### config.mk
export PLATFORM = sky130hd
export DESIGN_NAME = spinup_setpoint_ramp_top
export DESIGN_NICKNAME = d
export VERILOG_FILES = /design/src/sv/srp_pkg.sv /design/src/sv/srp_div.sv /design/src/sv/srp_dpath.sv /design/src/sv/srp_ctrl.sv /design/src/sv/spinup_setpoint_ramp_top.sv
export SDC_FILE = /design/constraint.sdc
export NUM_CORES = 2
export LEC_CHECK = 0
export ABC_AREA = 1
export CORE_ASPECT_RATIO = 1.25
export CORE_MARGIN = 1
export CORE_UTILIZATION = 40
export CTS_CLUSTER_SIZE = 24
export DETAILED_ROUTE_END_ITERATION = 10
export DONT_BUFFER_PORTS = 1
export GPL_ROUTABILITY_DRIVEN = 0
export GPL_TIMING_DRIVEN = 0
export SLEW_MARGIN = 30
export SYNTH_ARGS = -nofsm -noshare
export SYNTH_HDL_FRONTEND = slang
export SYNTH_SLANG_ARGS = --single-unit
### constraint.sdc
create_clock -name clk -period 18.5 [get_ports clk]
set_input_delay 1.85 -clock clk [delete_from_list [all_inputs] [get_ports clk]]
set_output_delay 1.85 -clock clk [all_outputs]
set_load 0.01 [all_outputs]
### src/sv/srp_pkg.sv
`timescale 1ns / 1ps
`default_nettype none

package srp_pkg;

	// field widths
	localparam int RPM_W    = 15;   // signed wheel speed
	localparam int TIME_W   = 32;   // timestamp
	localparam int THR_W    = 14;   // threshold and tolerance
	localparam int DUR_W    = 22;   // ramp duration
	localparam int GEAR_W   = 16;   // gear ratio, q8
	localparam int VEL_W    = 26;   // motor velocity, q8

	// divider and scaling geometry
	localparam int NUM_W     = 37;  // ramp numerator |diff| * elapsed + d/2
	localparam int RAMP_QB   = 15;  // quotient bits of the ramp division
	localparam int CNT_W     = $clog2(RAMP_QB + 1);
	localparam int PROD_W    = NUM_W;
	localparam int VNUM_W    = 30;  // velocity numerator |cmd| * gear + 30
	localparam int VQN_W     = VNUM_W - 2;  // numerator / 4
	localparam int VREC_W    = 29;  // width of the reciprocal of 15
	localparam int VREC_SH   = 32;  // reciprocal scale 2^32
	localparam int QUO_W     = 25;  // velocity quotient

	localparam int VEL_DIV   = 60;
	localparam int VEL_HALF  = VEL_DIV / 2;

	// x / 60 = ((x >> 2) * ceil(2^32 / 15)) >> 32, exact while x >> 2 is below 2^28
	localparam logic [VREC_W-1:0] VEL_RECIP = VREC_W'(286331154);

	// register reset values
	localparam logic [THR_W-1:0]  THR_RST  = THR_W'(500);
	localparam logic [DUR_W-1:0]  DUR_RST  = DUR_W'(500000);
	localparam logic [THR_W-1:0]  TOL_RST  = THR_W'(100);
	localparam logic [GEAR_W-1:0] GEAR_RST = GEAR_W'(256);

	// register indexes
	localparam logic [1:0] REG_THRESHOLD = 2'd0;
	localparam logic [1:0] REG_DURATION  = 2'd1;
	localparam logic [1:0] REG_TOLERANCE = 2'd2;
	localparam logic [1:0] REG_GEAR      = 2'd3;

	typedef enum logic [3:0] {
		ST_IDLE,
		ST_DECIDE,
		ST_ELAPSE,
		ST_RMUL,
		ST_RLOAD,
		ST_RDIV,
		ST_RFIX,
		ST_VMUL,
		ST_VLOAD,
		ST_VDIV,
		ST_OUT
	} state_t;

	typedef struct packed {
		logic capture;
		logic decide;
		logic elapse;
		logic rmul;
		logic rfix;
		logic vmul;
		logic div_start;
		logic vsum;
		logic vscale;
		logic out_load;
	} ctrl_cmd_t;

	typedef struct packed {
		logic ramp;
		logic ended;
		logic div_done;
	} dp_status_t;

endpackage

`default_nettype wire

### src/sv/srp_div.sv
`timescale 1ns / 1ps
`default_nettype none

// Restoring divider, one quotient bit per cycle.
// Ramp progress only: 15 bits, quotient known below 2^15.
module srp_div (
	input  wire logic                          clk,
	input  wire logic                          arst_n,
	input  wire logic                          start,
	input  wire logic [srp_pkg::NUM_W-1:0]     num,
	input  wire logic [srp_pkg::DUR_W-1:0]     den,
	output logic      [srp_pkg::RAMP_QB-1:0]   quo,
	output logic                               done
);

	localparam int DW = srp_pkg::DUR_W;
	localparam int QW = srp_pkg::RAMP_QB;

	logic [DW-1:0]             rem_q;
	logic [DW-1:0]             den_q;
	logic [QW-1:0]             low_q;
	logic [QW-1:0]             quo_q;
	logic [srp_pkg::CNT_W-1:0] cnt_q;
	logic [DW+1:0]             trial;
	logic                      qbit;

	assign trial = {1'b0, rem_q, low_q[QW-1]} - {2'b00, den_q};
	assign qbit  = ~trial[DW+1];

	always_ff @(posedge clk or negedge arst_n) begin
		if (!arst_n) begin
			cnt_q <= '0;
		end else if (start) begin
			cnt_q <= srp_pkg::CNT_W'(QW);
		end else if (cnt_q != '0) begin
			cnt_q <= cnt_q - 1'b1;
		end
	end

	always_ff @(posedge clk) begin
		if (start) begin
			den_q <= den;
			quo_q <= '0;
			rem_q <= num[srp_pkg::NUM_W-1:QW];
			low_q <= num[QW-1:0];
		end else if (cnt_q != '0) begin
			rem_q <= qbit ? trial[DW-1:0] : {rem_q[DW-2:0], low_q[QW-1]};
			low_q <= {low_q[QW-2:0], 1'b0};
			quo_q <= {quo_q[QW-2:0], qbit};
		end
	end

	assign quo  = quo_q;
	assign done = (cnt_q == '0);

endmodule

`default_nettype wire

### src/sv/srp_dpath.sv
`timescale 1ns / 1ps
`default_nettype none

module srp_dpath (
	input  wire logic                               clk,
	input  wire logic                               arst_n,
	input  wire srp_pkg::ctrl_cmd_t                 cmd,
	output srp_pkg::dp_status_t                     status,
	input  wire logic        [srp_pkg::THR_W-1:0]   thr,
	input  wire logic        [srp_pkg::DUR_W-1:0]   dur,
	input  wire logic        [srp_pkg::THR_W-1:0]   tol,
	input  wire logic        [srp_pkg::GEAR_W-1:0]  gear,
	input  wire logic signed [srp_pkg::RPM_W-1:0]   desired_rpm,
	input  wire logic        [srp_pkg::TIME_W-1:0]  time_us,
	output logic signed      [srp_pkg::RPM_W-1:0]   commanded_rpm,
	output logic signed      [srp_pkg::VEL_W-1:0]   motor_velocity_q8,
	output logic                                    ramping
);

	localparam int RW  = srp_pkg::RPM_W;
	localparam int PW  = srp_pkg::PROD_W;
	localparam int VRW = srp_pkg::VQN_W + srp_pkg::VREC_W;

	// item and ramp state
	logic signed [RW-1:0]             des_q, cmd_now_q, tgt_q, org_q;
	logic [srp_pkg::TIME_W-1:0]       now_q, begin_q;
	logic                             ramp_q;
	// working registers
	logic [RW-1:0]                    dmag_q;
	logic [srp_pkg::DUR_W-1:0]        elap_q;
	logic                             neg_q;
	logic [PW-1:0]                    prod_q;
	logic [srp_pkg::VQN_W-1:0]        vnum_q;
	logic [srp_pkg::QUO_W-1:0]        vquo_q;
	// output registers
	logic signed [RW-1:0]             out_cmd_q;
	logic signed [srp_pkg::VEL_W-1:0] out_vel_q;
	logic                             out_ramp_q;

	logic [RW-1:0]                    des_mag, cmd_mag;
	logic [RW:0]                      dc_diff, dt_diff, to_diff, dc_mag, dt_mag, to_mag;
	logic                             ramp, retarget;
	logic [srp_pkg::TIME_W-1:0]       elapsed;
	logic [RW-1:0]                    mul_a;
	logic [srp_pkg::DUR_W-1:0]        mul_b;
	logic [PW-1:0]                    div_num;
	logic [srp_pkg::RAMP_QB-1:0]      quo;
	logic [RW:0]                      step, fixed;
	logic [srp_pkg::VNUM_W-1:0]       vsum;
	logic [VRW-1:0]                   vrec;
	logic [srp_pkg::VEL_W-1:0]        vel_mag;

	function automatic logic [RW-1:0] mag15(input logic [RW-1:0] x);
		return x[RW-1] ? (~x + 1'b1) : x;
	endfunction

	function automatic logic [RW:0] mag16(input logic [RW:0] x);
		return x[RW] ? (~x + 1'b1) : x;
	endfunction

	// spin-up and retarget decision
	assign des_mag  = mag15(des_q);
	assign cmd_mag  = mag15(cmd_now_q);
	assign dc_diff  = {des_q[RW-1], des_q} - {cmd_now_q[RW-1], cmd_now_q};
	assign dt_diff  = {des_q[RW-1], des_q} - {tgt_q[RW-1], tgt_q};
	assign dc_mag   = mag16(dc_diff);
	assign dt_mag   = mag16(dt_diff);
	assign ramp     = (des_mag > cmd_mag) && (dc_mag > (RW+1)'(thr)) && (dur != '0);
	assign retarget = dt_mag > (RW+1)'(tol);

	// ramp progress
	assign elapsed  = now_q - begin_q;
	assign to_diff  = {tgt_q[RW-1], tgt_q} - {org_q[RW-1], org_q};
	assign to_mag   = mag16(to_diff);

	// one multiplier for both products
	assign mul_a = cmd.vmul ? cmd_mag : dmag_q;
	assign mul_b = cmd.vmul ? srp_pkg::DUR_W'(gear) : elap_q;

	assign div_num = prod_q + PW'(dur[srp_pkg::DUR_W-1:1]);

	srp_div u_div (
		.clk      (clk),
		.arst_n   (arst_n),
		.start    (cmd.div_start),
		.num      (div_num),
		.den      (dur),
		.quo      (quo),
		.done     (status.div_done)
	);

	assign step    = {1'b0, quo};
	assign fixed   = {org_q[RW-1], org_q} + (neg_q ? (~step + 1'b1) : step);

	// velocity: round half up, divide by 4 with a shift, then by 15 by reciprocal
	assign vsum    = prod_q[srp_pkg::VNUM_W-1:0] + srp_pkg::VNUM_W'(srp_pkg::VEL_HALF);
	assign vrec    = VRW'(vnum_q) * VRW'(srp_pkg::VEL_RECIP);
	assign vel_mag = {1'b0, vquo_q};

	always_ff @(posedge clk or negedge arst_n) begin
		if (!arst_n) begin
			cmd_now_q <= '0;
			tgt_q     <= '0;
			org_q     <= '0;
			begin_q   <= '0;
		end else begin
			if (cmd.decide) begin
				if (!ramp) begin
					cmd_now_q <= des_q;
					tgt_q     <= des_q;
					org_q     <= des_q;
					begin_q   <= now_q;
				end else if (retarget) begin
					org_q     <= cmd_now_q;
					tgt_q     <= des_q;
					begin_q   <= now_q;
				end
			end
			if (cmd.elapse && status.ended) begin
				cmd_now_q <= tgt_q;
			end
			if (cmd.rfix) begin
				cmd_now_q <= fixed[RW-1:0];
			end
		end
	end

	always_ff @(posedge clk) begin
		if (cmd.capture) begin
			des_q <= desired_rpm;
			now_q <= time_us;
		end
		if (cmd.decide) begin
			ramp_q <= ramp;
		end
		if (cmd.elapse) begin
			elap_q <= elapsed[srp_pkg::DUR_W-1:0];
			dmag_q <= to_mag[RW-1:0];
			neg_q  <= to_diff[RW];
		end
		if (cmd.rmul || cmd.vmul) begin
			prod_q <= PW'(mul_a) * PW'(mul_b);
		end
		if (cmd.vmul) begin
			neg_q <= cmd_now_q[RW-1];
		end
		if (cmd.vsum) begin
			vnum_q <= vsum[srp_pkg::VNUM_W-1:2];
		end
		if (cmd.vscale) begin
			vquo_q <= vrec[VRW-1:srp_pkg::VREC_SH];
		end
		if (cmd.out_load) begin
			out_cmd_q  <= cmd_now_q;
			out_vel_q  <= neg_q ? (~vel_mag + 1'b1) : vel_mag;
			out_ramp_q <= ramp_q;
		end
	end

	assign status.ramp  = ramp;
	assign status.ended = elapsed >= srp_pkg::TIME_W'(dur);

	assign commanded_rpm     = out_cmd_q;
	assign motor_velocity_q8 = out_vel_q;
	assign ramping           = out_ramp_q;

endmodule

`default_nettype wire

### src/sv/srp_ctrl.sv
`timescale 1ns / 1ps
`default_nettype none

module srp_ctrl (
	input  wire logic                clk,
	input  wire logic                arst_n,
	input  wire logic                in_valid,
	output logic                     in_ready,
	output logic                     out_valid,
	input  wire logic                out_ready,
	input  wire srp_pkg::dp_status_t status,
	output srp_pkg::ctrl_cmd_t       cmd
);

	srp_pkg::state_t state_q, state_d;
	logic            out_valid_q;

	always_ff @(posedge clk or negedge arst_n) begin
		if (!arst_n) begin
			state_q     <= srp_pkg::ST_IDLE;
			out_valid_q <= 1'b0;
		end else begin
			state_q <= state_d;
			if (cmd.out_load) begin
				out_valid_q <= 1'b1;
			end else if (out_ready) begin
				out_valid_q <= 1'b0;
			end
		end
	end

	always_comb begin
		state_d  = state_q;
		cmd      = '0;
		in_ready = 1'b0;
		case (state_q)
			srp_pkg::ST_IDLE: begin
				in_ready = 1'b1;
				if (in_valid) begin
					cmd.capture = 1'b1;
					state_d     = srp_pkg::ST_DECIDE;
				end
			end
			srp_pkg::ST_DECIDE: begin
				cmd.decide = 1'b1;
				state_d    = status.ramp ? srp_pkg::ST_ELAPSE : srp_pkg::ST_VMUL;
			end
			srp_pkg::ST_ELAPSE: begin
				cmd.elapse = 1'b1;
				state_d    = status.ended ? srp_pkg::ST_VMUL : srp_pkg::ST_RMUL;
			end
			srp_pkg::ST_RMUL: begin
				cmd.rmul = 1'b1;
				state_d  = srp_pkg::ST_RLOAD;
			end
			srp_pkg::ST_RLOAD: begin
				cmd.div_start = 1'b1;
				state_d       = srp_pkg::ST_RDIV;
			end
			srp_pkg::ST_RDIV: begin
				if (status.div_done) begin
					state_d = srp_pkg::ST_RFIX;
				end
			end
			srp_pkg::ST_RFIX: begin
				cmd.rfix = 1'b1;
				state_d  = srp_pkg::ST_VMUL;
			end
			srp_pkg::ST_VMUL: begin
				cmd.vmul = 1'b1;
				state_d  = srp_pkg::ST_VLOAD;
			end
			srp_pkg::ST_VLOAD: begin
				cmd.vsum = 1'b1;
				state_d  = srp_pkg::ST_VDIV;
			end
			srp_pkg::ST_VDIV: begin
				cmd.vscale = 1'b1;
				state_d    = srp_pkg::ST_OUT;
			end
			srp_pkg::ST_OUT: begin
				if (!out_valid_q || out_ready) begin
					cmd.out_load = 1'b1;
					state_d      = srp_pkg::ST_IDLE;
				end
			end
			default: begin
				state_d = srp_pkg::ST_IDLE;
			end
		endcase
	end

	assign out_valid = out_valid_q;

endmodule

`default_nettype wire

### src/sv/spinup_setpoint_ramp_top.sv
`timescale 1ns / 1ps
`default_nettype none

// Channel   Handshake           Payload
// -------   -----------------   ----------------------------------------------
// cfg       APB psel/penable    paddr[3:2] = register, pwdata/prdata 32 bits
// in        in_valid/in_ready   desired_rpm, time_us
// out       out_valid/out_ready commanded_rpm, motor_velocity_q8, ramping
//
// One item at a time; rpm/60 is a shift and a reciprocal multiply. Direct
// path: decide, velocity multiply, load, scale, output; a run-out ramp adds
// elapse, mid-ramp also multiply, 15 one-bit-per-cycle divider steps, fix-up.
// Reset clears the ramp state to zero and loads the register defaults.
// A finished result waits in the output register; the next item can be
// accepted meanwhile, and stalls at its end until that register is free.
module spinup_setpoint_ramp_top (
	input  wire logic                              clk,
	input  wire logic                              arst_n,
	// configuration
	input  wire logic                              psel,
	input  wire logic                              penable,
	input  wire logic                              pwrite,
	input  wire logic        [3:0]                 paddr,
	input  wire logic        [31:0]                pwdata,
	output logic             [31:0]                prdata,
	output logic                                   pready,
	// requests
	input  wire logic                              in_valid,
	output logic                                   in_ready,
	input  wire logic signed [srp_pkg::RPM_W-1:0]  desired_rpm,
	input  wire logic        [srp_pkg::TIME_W-1:0] time_us,
	// commands
	output logic                                   out_valid,
	input  wire logic                              out_ready,
	output logic signed      [srp_pkg::RPM_W-1:0]  commanded_rpm,
	output logic signed      [srp_pkg::VEL_W-1:0]  motor_velocity_q8,
	output logic                                   ramping
);

	logic [srp_pkg::THR_W-1:0]  thr_q;
	logic [srp_pkg::DUR_W-1:0]  dur_q;
	logic [srp_pkg::THR_W-1:0]  tol_q;
	logic [srp_pkg::GEAR_W-1:0] gear_q;
	logic                       wr_en;
	logic [1:0]                 reg_idx;

	srp_pkg::ctrl_cmd_t  cmd;
	srp_pkg::dp_status_t status;

	assign pready  = 1'b1;
	assign wr_en   = psel && penable && pwrite;
	assign reg_idx = paddr[3:2];

	// register file; byte lanes below word alignment are ignored
	always_ff @(posedge clk or negedge arst_n) begin
		if (!arst_n) begin
			thr_q  <= srp_pkg::THR_RST;
			dur_q  <= srp_pkg::DUR_RST;
			tol_q  <= srp_pkg::TOL_RST;
			gear_q <= srp_pkg::GEAR_RST;
		end else if (wr_en) begin
			case (reg_idx)
				srp_pkg::REG_THRESHOLD: thr_q  <= pwdata[srp_pkg::THR_W-1:0];
				srp_pkg::REG_DURATION:  dur_q  <= pwdata[srp_pkg::DUR_W-1:0];
				srp_pkg::REG_TOLERANCE: tol_q  <= pwdata[srp_pkg::THR_W-1:0];
				srp_pkg::REG_GEAR:      gear_q <= pwdata[srp_pkg::GEAR_W-1:0];
				default: begin
				end
			endcase
		end
	end

	always_comb begin
		case (reg_idx)
			srp_pkg::REG_THRESHOLD: prdata = 32'(thr_q);
			srp_pkg::REG_DURATION:  prdata = 32'(dur_q);
			srp_pkg::REG_TOLERANCE: prdata = 32'(tol_q);
			srp_pkg::REG_GEAR:      prdata = 32'(gear_q);
			default:                prdata = '0;
		endcase
	end

	// sequencing
	srp_ctrl u_ctrl (
		.clk       (clk),
		.arst_n    (arst_n),
		.in_valid  (in_valid),
		.in_ready  (in_ready),
		.out_valid (out_valid),
		.out_ready (out_ready),
		.status    (status),
		.cmd       (cmd)
	);

	// ramp state, multiplier, divider and output registers
	// velocity never reaches the 26-bit limits: |16384 * 65535 / 60| < 2^25
	srp_dpath u_dpath (
		.clk               (clk),
		.arst_n            (arst_n),
		.cmd               (cmd),
		.status            (status),
		.thr               (thr_q),
		.dur               (dur_q),
		.tol               (tol_q),
		.gear              (gear_q),
		.desired_rpm       (desired_rpm),
		.time_us           (time_us),
		.commanded_rpm     (commanded_rpm),
		.motor_velocity_q8 (motor_velocity_q8),
		.ramping           (ramping)
	);

endmodule

`default_nettype wire
==> flow_summary.toml <==
[clocking]
h-tree-depth = 2
insertion_delay_ns = 0.67
cts.repair.resized = 0
hold_buffers = 0
cts_max_path_buffers = 3
clock-root-buffer = "clkbuf_16"
clock-sinks = 444
cts_buffers = 51
post-cts-setup-buffers = 0
cts_tree = "built"
clk_pin_slew_worst_paths_ns = 0.06

[yosys]
avgSynthCellArea_um2 = 8.05
synthesis.area_um2 = 47000
seq_area_frac_synth_pct = 26.5
ys.flop_type = "edfxtp_1"
syn_inst = 5839
synth_warnings = 0
netlist.top_cell.by_area = "edfxtp_1"
synth.most_common_cell = "nand2_1"
ys_ff_latch = 444
synth_top_area_share_pct = 17.7
ys_top_cells_by_area = "edfxtp_1 18%, fa_1 16%, ha_1 14%"
ys_types = 63
synth-edff-count = 277
netlist_top_cells_count = "1253 x nand2_1, 1128 x inv_1, 519 x ha_1"
async_reset_ff_share_pct = 34.2

[route]
first_pass_iters = 5
viasPerCell = 5.17
vias = 38800
drc = 0
drtIter0Drc = 2340
finalWirelength_um = 142000
ant_nets = 0
drt-wirelength-per-cell_um = 18.9

[sta]
finalMaxSlewViolations = 0
period_needed_ns = 9.93
fin_tns_setup_ns = 0
rsz0062_at_grt = "no"
hold-worst-slack_ns = 0.439
fin_crit_sh_pct = 53.7
max_slew_margin_pct = 28.0
hold_viol_final = 0
worst_pin_slew_ns = 1.07
skew_ns = 0.0490
setup-violations-final = 0
fmax_mhz = 101

[critical_path]
arrival_ns = 10.30
worstPathRequired_ns = 18.87
critPathKind = "flop to flop"
cp-end-kind = "flop"
slowest_stage = "o21ai_1"
cpMostUsedCell = "fa_1"
critPathMaxFanout = 10
crit_path_start_kind = "flop"
max_stage_delay_ns = 0.79

[global_route]
gr-usage-met2_pct = 43.2
grt_pass1_vias = 39600
grt_use_met3_pct = 2.85
grt_usage_pct = 24.2
antenna_found_initial = 1
busiest_layer = "met2"
use_met1_pct = 26.6
overflow = 0
grt_max_degree = 153
grt_pass1_wl_um = 220000

[job]
cap_violations = 0

[worst_hold_path]
hold_class = "flop to flop"

[final_layout]
final_area_um2 = 51100
n_antenna_cell = 0
area_growth_pct = 8.63
layout.nets = 6901
drive_above_1_share_pct = 3.28

[floorplan]
rows = 140
ios = 167
die_h_um = 385
fp.dieArea_um2 = 119000
start_util_pct = 40.4
core_um2 = 116000
die_x_um = 309

[placed_design]
place_hpwl_um = 119000
placed_area_um2 = 49300
numPortBuffers = 0

[status]
status = "finished clean"
## layout by cell type, fill, tap and decap left out, types with 18 or more instances in the layout
master,Yosys,routed
xnor2_1,71,70
ha_1,519,519
nor2_1,512,506
clkbuf_1,68,74
dfrtp_1,135,135
a31oi_1,31,31
o21ai_1,16,18
clkbuf_16,0,51
a21oi_1,304,304
xor2_1,183,183
nand3_1,277,277
o21ai_0,276,271
inv_1,1128,1128
nand2_1,1253,1253
nor3_1,54,54
edfxtp_1,277,277
o22ai_1,19,19
a21o_1,21,21
clkinv_1,11,18
fa_1,381,381
o2111ai_1,19,19
nand4_1,53,53
## critical path, delay by kind of cell (launching register included)
family | cells | cell delay [ns]
AO/OA/AOI/OAI | 5 | 2.14
XOR/XNOR | 1 | 0.55
adder cells (fa/ha/maj) | 7 | 3.46
buffers and inverters | 7 | 1.73
flip-flops | 1 | 0.44
AND/OR/NAND/NOR | 6 | 1.32
## sequential cells by signal, summed over array words and instances, names as in the netlist, 16 cells and up
register / cells
u_dpath.u_div.rem_q: 22
u_dpath.prod_q: 37
u_dpath.begin_q: 32
u_dpath.vquo_q: 25
u_dpath.u_div.den_q: 22
u_dpath.motor_velocity_q8: 26
u_dpath.now_q: 32
dur_q: 22
u_dpath.vnum_q: 28
gear_q: 16
u_dpath.elap_q: 22
## per-layer routing
layer	up-vias	wire length, um
met5	-	0
li1	18800	-
met3	413	6470
met1	18500	53800
met2	1129	70200
met4	0	11700
## layout make-up
cell class                      instances  area (um2)
Buffer                                109         538
Clock buffer                           64        1350
Clock inverter                         32         404
Fill cell                           11700       65400
Inverter                             1141        4280
Multi-Input combinational cell       4154       29900
Sequential cell                       444       12400
Tap cell                             1562        1950
Timing Repair Buffer                   10         245
## worst paths after layout
| kind | start | end | slack [ns] | cells after the start |
|---|---|---|---|---|
| max in group asynchronous | arst_n | dur_q[18] | 17.21 | 0 |
| worst min register to register | u_dpath.ramp_q | u_dpath.ramping | 0.44 | 0 |
| worst min-delay path | u_dpath.ramp_q | u_dpath.ramping | 0.44 | 0 |
| worst max register to register | u_ctrl.state_q[3] | u_dpath.prod_q[28] | 8.57 | 26 |
| worst max-delay path | u_ctrl.state_q[3] | u_dpath.prod_q[28] | 8.57 | 26 |
| min in group asynchronous | arst_n | u_dpath.cmd_now_q[7] | 0.91 | 0 |
## cells by family after synthesis
family | after synthesis | synth area share [%]
compound gates | 768 | 9.08
xor+xnor | 255 | 4.77
fa+ha+maj | 900 | 30.0
buf+inv | 1250 | 10.2
flops | 444 | 26.5
mux | 1 | 0.0239
other cells | 2 | 0.0160
simple gates | 2219 | 19.4
## metrics by stage
stage | util (%) | worst slack [ns] | instances
4_1_cts | 43.8 | 8.62 | 7516
5_1_grt | 43.8 | 7.96 | 7516
6_report | 43.8 | 8.57 | 7516
3_3_place_gp | 42.1 | 8.86 | 7410
2_1_floorplan | - | 11.14 | 5848
3_5_place_dp | 42.3 | 8.67 | 7420
Power is left out: the tool's default activity adds up to more than one toggle a clock period on the data nets, which glitch-free logic cannot reach.
